<file path="config.mk">
export PLATFORM = sky130hd
export DESIGN_NAME = multiplexed_fan_tach_period_meter
export DESIGN_NICKNAME = d
export VERILOG_FILES = /design/src/design/mftpm_pkg.sv /design/src/design/mftpm_ctrl.sv /design/src/design/mftpm_dp.sv /design/src/design/multiplexed_fan_tach_period_meter.sv
export SDC_FILE = /design/constraint.sdc
export NUM_CORES = 1
export LEC_CHECK = 0
export BUFFER_PORTS_ARGS = -buffer_cell sky130_fd_sc_hd__buf_2
export CORE_ASPECT_RATIO = 1.2
export CORE_MARGIN = 2
export CORE_UTILIZATION = 50
export CTS_BUF_LIST = sky130_fd_sc_hd__clkbuf_8
export DETAILED_ROUTE_END_ITERATION = 7
export PLACE_DENSITY = 0.71
export SYNTH_ARGS = -nofsm -noshare
export SYNTH_HDL_FRONTEND = slang
export SYNTH_SLANG_ARGS = --single-unit
export TNS_END_PERCENT = 1
</file>
<file path="constraint.sdc">
create_clock -name clk -period 2.95 [get_ports clk]
set_input_delay 0.4425 -clock clk [delete_from_list [all_inputs] [get_ports clk]]
set_output_delay 0.4425 -clock clk [all_outputs]
set_load 0.01 [all_outputs]
</file>
<file path="src/design/mftpm_pkg.sv">
`timescale 1ns / 1ps
package mftpm_pkg;

	localparam int ACTION_W  = 2;
	localparam int CAPTURE_W = 16;
	localparam int PERIOD_W  = 24;
	localparam int RPM_W     = 16;
	localparam int LIMIT_W   = 8;
	localparam int SCALE_W   = 32;
	localparam int CFG_IDX_W = 1;
	localparam int OUT_CH_W  = 2;
	localparam int QUO_CNT_W = $clog2(SCALE_W);

	localparam logic [ACTION_W-1:0] ACT_OVERFLOW = 2'd0;
	localparam logic [ACTION_W-1:0] ACT_CAPTURE  = 2'd1;
	localparam logic [ACTION_W-1:0] ACT_READ     = 2'd2;
	localparam logic [ACTION_W-1:0] ACT_NONE     = 2'd3;

	localparam logic [CFG_IDX_W-1:0] REG_OVERFLOW_LIMIT = 1'b0;
	localparam logic [CFG_IDX_W-1:0] REG_RPM_SCALE      = 1'b1;

	localparam logic [LIMIT_W-1:0]  LIMIT_RESET    = 8'd32;
	localparam logic [SCALE_W-1:0]  SCALE_RESET    = 32'd45000000;
	localparam logic [PERIOD_W-1:0] TIMEOUT_PERIOD = 24'hFF0000;
	localparam logic [RPM_W-1:0]    RPM_MAX        = 16'hFFFF;

	typedef struct packed {
		logic load_item;
		logic div_step;
		logic div_finish;
	} dp_cmd_t;

	typedef struct packed {
		logic div_needed;
		logic div_last;
	} dp_sts_t;

endpackage

</file>
<file path="src/design/mftpm_ctrl.sv">
`timescale 1ns / 1ps
module mftpm_ctrl
	import mftpm_pkg::*;
(
	input  logic    clk,
	input  logic    arst_n,
	input  logic    in_valid,
	output logic    in_ready,
	output logic    out_valid,
	input  logic    out_ready,
	input  dp_sts_t sts,
	output dp_cmd_t cmd
);

	localparam logic ST_IDLE = 1'b0;
	localparam logic ST_DIV  = 1'b1;

	logic state_q;
	logic out_valid_q;
	logic accept;

	assign in_ready = (state_q == ST_IDLE) && (!out_valid_q || out_ready);
	assign accept   = in_valid && in_ready;
	assign out_valid = out_valid_q;

	assign cmd.load_item  = accept;
	assign cmd.div_step   = (state_q == ST_DIV);
	assign cmd.div_finish = (state_q == ST_DIV) && sts.div_last;

	always_ff @(posedge clk or negedge arst_n) begin
		if (!arst_n) begin
			state_q     <= ST_IDLE;
			out_valid_q <= 1'b0;
		end else begin
			if (out_valid_q && out_ready) begin
				out_valid_q <= 1'b0;
			end
			case (state_q)
				ST_IDLE: begin
					if (accept) begin
						if (sts.div_needed) begin
							state_q <= ST_DIV;
						end else begin
							out_valid_q <= 1'b1;
						end
					end
				end
				ST_DIV: begin
					if (sts.div_last) begin
						state_q     <= ST_IDLE;
						out_valid_q <= 1'b1;
					end
				end
				default: begin
					state_q <= ST_IDLE;
				end
			endcase
		end
	end

	a_div_no_result: assert property (@(posedge clk) disable iff (!arst_n)
		(state_q == ST_DIV) |-> !out_valid_q)
		else $error("result shown while divider runs");

	a_quick_result: assert property (@(posedge clk) disable iff (!arst_n)
		(accept && !sts.div_needed) |=> out_valid_q)
		else $error("single cycle item gave no result");

	a_finish_result: assert property (@(posedge clk) disable iff (!arst_n)
		cmd.div_finish |=> (out_valid_q && state_q == ST_IDLE))
		else $error("divide finish gave no result");

	a_div_entry: assert property (@(posedge clk) disable iff (!arst_n)
		(accept && sts.div_needed) |=> (state_q == ST_DIV && !in_ready))
		else $error("divide not started");

endmodule

</file>
<file path="src/design/mftpm_dp.sv">
`timescale 1ns / 1ps
module mftpm_dp
	import mftpm_pkg::*;
#(
	parameter int CHANNELS = 4
) (
	input  logic                 clk,
	input  logic                 arst_n,
	input  logic                 cfg_valid,
	input  logic [CFG_IDX_W-1:0] cfg_index,
	input  logic [SCALE_W-1:0]   cfg_data,
	input  logic [ACTION_W-1:0]  action,
	input  logic [CAPTURE_W-1:0] capture_value,
	input  logic [OUT_CH_W-1:0]  channel_index,
	input  dp_cmd_t              cmd,
	output dp_sts_t              sts,
	output logic [OUT_CH_W-1:0]  mux_channel,
	output logic                 measurement_done,
	output logic                 timed_out,
	output logic [PERIOD_W-1:0]  stored_period,
	output logic [RPM_W-1:0]     rpm
);

	localparam int CH_W  = (CHANNELS > 1) ? $clog2(CHANNELS) : 1;
	localparam int IDX_W = (CH_W > OUT_CH_W) ? CH_W : OUT_CH_W;
	localparam logic [CH_W-1:0] CH_LAST = CH_W'(CHANNELS - 1);

	logic [LIMIT_W-1:0]  limit_q;
	logic [SCALE_W-1:0]  scale_q;
	logic [LIMIT_W-1:0]  ovf_q;
	logic                synced_q;
	logic [CH_W-1:0]     cur_q;
	logic [PERIOD_W-1:0] store_q [CHANNELS];

	logic [LIMIT_W-1:0]  ovf_nx;
	logic                synced_nx;
	logic [CH_W-1:0]     cur_nx;
	logic [CH_W-1:0]     cur_adv;
	logic                wr_en;
	logic [PERIOD_W-1:0] wr_data;
	logic                done_nx;
	logic                tmo_nx;
	logic [LIMIT_W:0]    ovf_inc;
	logic [IDX_W-1:0]    rd_idx;
	logic [IDX_W-1:0]    cur_ext;
	logic                rd_in_range;
	logic [PERIOD_W-1:0] rd_period;
	logic [PERIOD_W-1:0] period_nx;

	logic [PERIOD_W-1:0] dvs_q;
	logic [PERIOD_W-1:0] rem_q;
	logic [SCALE_W-1:0]  quo_q;
	logic [QUO_CNT_W-1:0] cnt_q;
	logic [PERIOD_W:0]   trial;
	logic [PERIOD_W:0]   diff;
	logic                ge;
	logic [SCALE_W-1:0]  quo_nx;
	logic [RPM_W-1:0]    rpm_sat;

	assign rd_idx      = IDX_W'(channel_index);
	assign rd_in_range = (32'(channel_index) < CHANNELS);
	assign rd_period   = rd_in_range ? store_q[rd_idx[CH_W-1:0]] : '0;
	assign cur_adv     = (cur_q < CH_LAST) ? cur_q + 1'b1 : '0;
	assign ovf_inc     = {1'b0, ovf_q} + 1'b1;

	assign sts.div_needed = (action == ACT_READ) && (rd_period != '0);
	assign sts.div_last   = (cnt_q == '1);

	always_comb begin
		ovf_nx    = ovf_q;
		synced_nx = synced_q;
		cur_nx    = cur_q;
		wr_en     = 1'b0;
		wr_data   = TIMEOUT_PERIOD;
		done_nx   = 1'b0;
		tmo_nx    = 1'b0;
		period_nx = '0;
		case (action)
			ACT_OVERFLOW: begin
				if (ovf_inc > {1'b0, limit_q}) begin
					wr_en     = 1'b1;
					cur_nx    = cur_adv;
					synced_nx = 1'b0;
					ovf_nx    = '0;
					done_nx   = 1'b1;
					tmo_nx    = 1'b1;
				end else begin
					ovf_nx = ovf_inc[LIMIT_W-1:0];
				end
			end
			ACT_CAPTURE: begin
				if (synced_q) begin
					wr_en     = 1'b1;
					wr_data   = {ovf_q, capture_value};
					cur_nx    = cur_adv;
					synced_nx = 1'b0;
					ovf_nx    = '0;
					done_nx   = 1'b1;
				end else begin
					synced_nx = 1'b1;
					ovf_nx    = '0;
				end
			end
			ACT_READ: begin
				period_nx = rd_period;
			end
			ACT_NONE: begin
			end
			default: begin
			end
		endcase
	end

	assign cur_ext = IDX_W'(cur_nx);

	// restoring division, one quotient bit per step
	assign trial   = {rem_q, quo_q[SCALE_W-1]};
	assign diff    = trial - {1'b0, dvs_q};
	assign ge      = (trial >= {1'b0, dvs_q});
	assign quo_nx  = {quo_q[SCALE_W-2:0], ge};
	assign rpm_sat = (quo_nx > SCALE_W'(RPM_MAX)) ? RPM_MAX : quo_nx[RPM_W-1:0];

	always_ff @(posedge clk or negedge arst_n) begin
		if (!arst_n) begin
			limit_q  <= LIMIT_RESET;
			scale_q  <= SCALE_RESET;
			ovf_q    <= '0;
			synced_q <= 1'b0;
			cur_q    <= '0;
			cnt_q    <= '0;
			for (int i = 0; i < CHANNELS; i++) begin
				store_q[i] <= '0;
			end
		end else begin
			if (cfg_valid) begin
				case (cfg_index)
					REG_OVERFLOW_LIMIT: limit_q <= cfg_data[LIMIT_W-1:0];
					REG_RPM_SCALE:      scale_q <= cfg_data;
					default: begin
					end
				endcase
			end
			if (cmd.load_item) begin
				ovf_q    <= ovf_nx;
				synced_q <= synced_nx;
				cur_q    <= cur_nx;
				cnt_q    <= '0;
				if (wr_en) begin
					store_q[cur_q] <= wr_data;
				end
			end else if (cmd.div_step) begin
				cnt_q <= cnt_q + 1'b1;
			end
		end
	end

	always_ff @(posedge clk) begin
		if (cmd.load_item) begin
			mux_channel      <= cur_ext[OUT_CH_W-1:0];
			measurement_done <= done_nx;
			timed_out        <= tmo_nx;
			stored_period    <= period_nx;
			rpm              <= '0;
			dvs_q            <= rd_period;
			rem_q            <= '0;
			quo_q            <= scale_q;
		end else if (cmd.div_step) begin
			rem_q <= ge ? diff[PERIOD_W-1:0] : trial[PERIOD_W-1:0];
			quo_q <= quo_nx;
			if (cmd.div_finish) begin
				rpm <= rpm_sat;
			end
		end
	end

endmodule

</file>
<file path="src/design/multiplexed_fan_tach_period_meter.sv">
`timescale 1ns / 1ps
// channel  | handshake             | payload
// input    | in_valid / in_ready   | action, capture_value, channel_index
// output   | out_valid / out_ready | mux_channel, measurement_done, timed_out,
//          |                       | stored_period, rpm
// config   | cfg_valid / cfg_ready | cfg_index, cfg_data
//
// overflow, capture, unused action and reads of a zero period: result in the following cycle
// read of a nonzero period: result from the bit-serial restoring divider
// one request in flight; next request taken once the result register is free or being taken
// reset clears control, config and period store at once, no clearing pass; outputs not reset
// cfg_ready is always high
module multiplexed_fan_tach_period_meter
	import mftpm_pkg::*;
#(
	parameter int CHANNELS = 4
) (
	input  logic                 clk,
	input  logic                 arst_n,
	input  logic                 cfg_valid,
	output logic                 cfg_ready,
	input  logic [CFG_IDX_W-1:0] cfg_index,
	input  logic [SCALE_W-1:0]   cfg_data,
	input  logic                 in_valid,
	output logic                 in_ready,
	input  logic [ACTION_W-1:0]  action,
	input  logic [CAPTURE_W-1:0] capture_value,
	input  logic [OUT_CH_W-1:0]  channel_index,
	output logic                 out_valid,
	input  logic                 out_ready,
	output logic [OUT_CH_W-1:0]  mux_channel,
	output logic                 measurement_done,
	output logic                 timed_out,
	output logic [PERIOD_W-1:0]  stored_period,
	output logic [RPM_W-1:0]     rpm
);

	dp_cmd_t cmd;
	dp_sts_t sts;

	assign cfg_ready = 1'b1;

	mftpm_ctrl u_ctrl (
		.clk       (clk),
		.arst_n    (arst_n),
		.in_valid  (in_valid),
		.in_ready  (in_ready),
		.out_valid (out_valid),
		.out_ready (out_ready),
		.sts       (sts),
		.cmd       (cmd)
	);

	mftpm_dp #(
		.CHANNELS (CHANNELS)
	) u_dp (
		.clk              (clk),
		.arst_n           (arst_n),
		.cfg_valid        (cfg_valid),
		.cfg_index        (cfg_index),
		.cfg_data         (cfg_data),
		.action           (action),
		.capture_value    (capture_value),
		.channel_index    (channel_index),
		.cmd              (cmd),
		.sts              (sts),
		.mux_channel      (mux_channel),
		.measurement_done (measurement_done),
		.timed_out        (timed_out),
		.stored_period    (stored_period),
		.rpm              (rpm)
	);

endmodule

</file>
==> impl_results.md <==
* Clock power frac at 0.239
* Critical path arrival at 3.21 ns
* Largest net degree at the start of global routing at 79
* GPL Wtd Cong at 0.829
* Initial core utilization at 0.505
* Total I/O pin count at 105
* Post-synth top area cell: dfrtp_1
* Average wire per standard cell at 17.4 um
* Iter 0 DRT Violations at 822
* Synth Net Count at 1414
* Worst Setup End Kind: flop
* Post-Route WL at 31.0 mm
* #FFs+latches synth at 278
* Grt total ovfl at 0
* Most common cell in the synthesized netlist: nand2_1
* Die Wd at 155 um
* Clk_skew at 0.0184 ns
* Async SR Flop Fraction at 0.554
* Worst slew pin tran at 0.778 ns
* Switching Share at 0.346
* CTS Root Cell: clkbuf_8
* Area Overhead vs Synth at 13.0%
* Final net count at 1504
* Register area share after synthesis at 0.529
* Sequential share of power at 0.420
* Hold WS at 0.102 ns
* Ys Warns at 0
* Maximum VDD drop at 410 uV
* Synth Cell Area at 13600 um^2
* Detailed Place HPWL at 20.5 mm
* Power Total at 13.5 mW
* Fin. max-slew vios at 0
* Comb pwr share at 0.341
* Diode count at 0
* Tot GR Track Use at 0.221
* Dpl cells at 1697
* Final min period at 2.74 ns
* Relative slew slack at 0.481
* Startpoint type of the worst setup path: flop
* Critical Path RT at 3.42 ns
* Max frequency at 365 MHz
* Cell Int Power at 8.86 mW
* Post-route ant nets at 0
* PD cells at 881 nW/um^2
* Finished Cell Area at 15400 um^2
* Port bufs at 103
* Post-synth top cells: nand2_1 (234), dfrtp_1 (142), o21ai_0 (122)
* CTS sink count at 278
* Status: finished, final reports clean
* Clock transition at the registers of the reported paths at 0.06 ns
* Top_reg_cell synth: dfrtp_1
* Synth area leaders: dfrtp_1 (26%), edfxtp_1 (19%), nand2_1 (6.5%)
* Vias at 10100
* Post-CTS setup buffer count at 0
* Number of global-route vias before repair at 10200
* Die area at 28500 um^2
* Cell Count, Final, Fillers Out at 1783
* H-tree levels at 2
* Rows at 66
* Share of Yosys cell area claimed by the top area cell type at 0.261
* Hold crit path type: in2reg
* Die Y at 185 um
* Core Area at 26900 um^2
* Clock Tree Buf Depth at 3
* Layout cell share with drive strength beyond 1 at 0.218
* Period utilization at 0.928
* Post-synth EDFFs at 84
* TritonCTS clock tree: done
* RSZ-0062 raised after global routing: true
* Setup CP Type: reg2reg
* Final Hold Fails at 0
* Initial antenna violation count at 2
* Detailed Routing Iterations Pass 1 at 5
* First-pass GRT wire length at 51.1 mm
* Sw Pwr at 4.68 mW
* CTS Buf Count at 46
* Area of placed instances at 14500 um^2
* # Max-Cap Violations at 0
* P_leak at 6.71 nW
* Post-Synthesis Cells at 1316
* Average size of a mapped cell at 10.3 um^2
* Post-DR vias/cell at 5.67
* Drc violations at 0
* Final setup vio count at 0
* Synth cell types at 62
* Clock insertion delay at the later pin of the skew report at 0.56 ns
* Crit Path Max Fanout at 70
## layout by cell type (no fill, tap or decap), types with 4 or more instances in the layout
cell      Yosys  final
a21o_1        6      6
and3_1        5      5
o221ai_1      5      5
nand2_1     234    233
ha_1         39     38
o21ai_0     122    122
buf_4        17     41
nand2b_1      5      5
inv_1        46     60
dfstp_2      12     12
o21a_1        6      6
o21ai_1      17     17
dfrtp_1     142    142
mux2_2       35     35
clkbuf_8      0     52
a21oi_1      89     89
nor3_1       12     11
nor2_1       32     32
nand3_1      18     16
xor2_1       15     14
mux2i_1      17     17
and2_1       33     33
dfxtp_1      40     40
buf_2        25    102
mux4_2       24     24
o221a_2      16     16
o211ai_1      4      4
a31oi_1      72     72
nor4_1       11     11
xnor2_1      15     15
clkinv_2      0      8
clkinv_1      0      8
nand4_1      10     10
edfxtp_1     84     84
nor2b_1       7      7
o21bai_1      4      4
buf_12        0      6
## layout make-up
class / instances / area [um^2]
fillers: 2326 / 11500
flip-flops and latches: 278 / 7190
multi-input cells: 883 / 5740
repair buffers: 151 / 960
clock buffers: 52 / 716
well taps: 340 / 425
inverters: 46 / 174
clock inverters: 33 / 166
## path summary, 6_finish.rpt
check	from	endpoint	slack (ns)	depth (start not counted)
min in group asynchronous	arst_n	u_dp.scale_q[29]	0.52	2
worst min-delay path	cfg_data[1]	u_dp.limit_q[1]	0.10	3
max in group asynchronous	arst_n	u_dp.store_q[19]	1.68	3
worst max register to register	u_dp.ovf_q[0]	u_dp.store_q[53]	0.21	12
worst min register to register	u_dp.rem_q[17]	u_dp.rem_q[17]	0.47	2
worst max-delay path	u_dp.ovf_q[0]	u_dp.store_q[53]	0.21	12
## power by group through the flow
stage | clock, mW | sequential (mW) | combinational [mW]
after detailed placement | 0 | 5.74 | 4.62
after global routing | 3.50 | 5.79 | 5.20
final | 3.24 | 5.68 | 4.62
after floorplan | 0 | 5.64 | 3.47
after global placement | 0 | 5.70 | 4.50
after CTS | 3.32 | 5.68 | 4.64
## critical path, cell delays in order (launching register included)
cell and delay [ns]:
dfrtp_1 0.39, ha_2 0.29, ha_1 0.28, nor2b_1 0.13
o21a_1 0.16, o21a_1 0.16, o21a_1 0.16, o21a_1 0.17
o21ai_2 0.20, buf_4 0.18, nand3_2 0.08, buf_12 0.21
a31oi_1 0.19
## cells by family after synthesis
kind of cell / Yosys count / synth area share
xor gates and xnor gates: 30 / 0.0193
other: 1 / 0.000276
muxes: 76 / 0.0812
AOI/OAI and AO/OA: 359 / 0.159
and+or+nand+nor: 377 / 0.123
adders and majority gates: 40 / 0.0374
DFF: 278 / 0.529
buffers and inverters: 155 / 0.0512
## sequential cells by signal (all words and copies together) (netlist names)
| signal | cells |
|---|---|
| u_dp.timed_out | 1 |
| u_dp.rpm | 16 |
| u_dp.synced_q | 1 |
| u_ctrl.out_valid | 1 |
| u_dp.mux_channel | 2 |
| u_dp.cur_q | 2 |
| u_dp.scale_q | 32 |
| u_dp.quo_q | 32 |
| u_dp.limit_q | 8 |
| u_dp.cnt_q | 5 |
| u_dp.measurement_done | 1 |
| u_dp.rem_q | 24 |
| u_dp.ovf_q | 8 |
| u_dp.store_q | 96 |
| u_dp.dvs_q | 24 |
| u_ctrl.state_q | 1 |
| u_dp.stored_period | 24 |
## per-layer routing
metal | track usage | wire length (um)
met1 | 0.281 | 13100
met2 | 0.382 | 15600
met3 | 0.0360 | 1520
met4 | 0.0830 | 831
met5 | 0 | 18
## through the flow
step / utilization / setup slack [ns] / TNS (ns)
final: 0.571 / 0.211 / 0
after global routing: 0.571 / -0.0283 / -0.0725
after CTS: 0.570 / 0.149 / 0
after detailed placement: 0.537 / 0.0948 / 0
after global placement: 0.537 / 0.103 / 0
after floorplan: - / 0.263 / 0
## what timing repair did
item	CTS	global route
resized for setup	0	4
hold buffers	1	0
hold endpoints to repair	63	0
endpoints found under the setup margin	0	121
No activity file was read; power rests on OpenSTA's default activity.
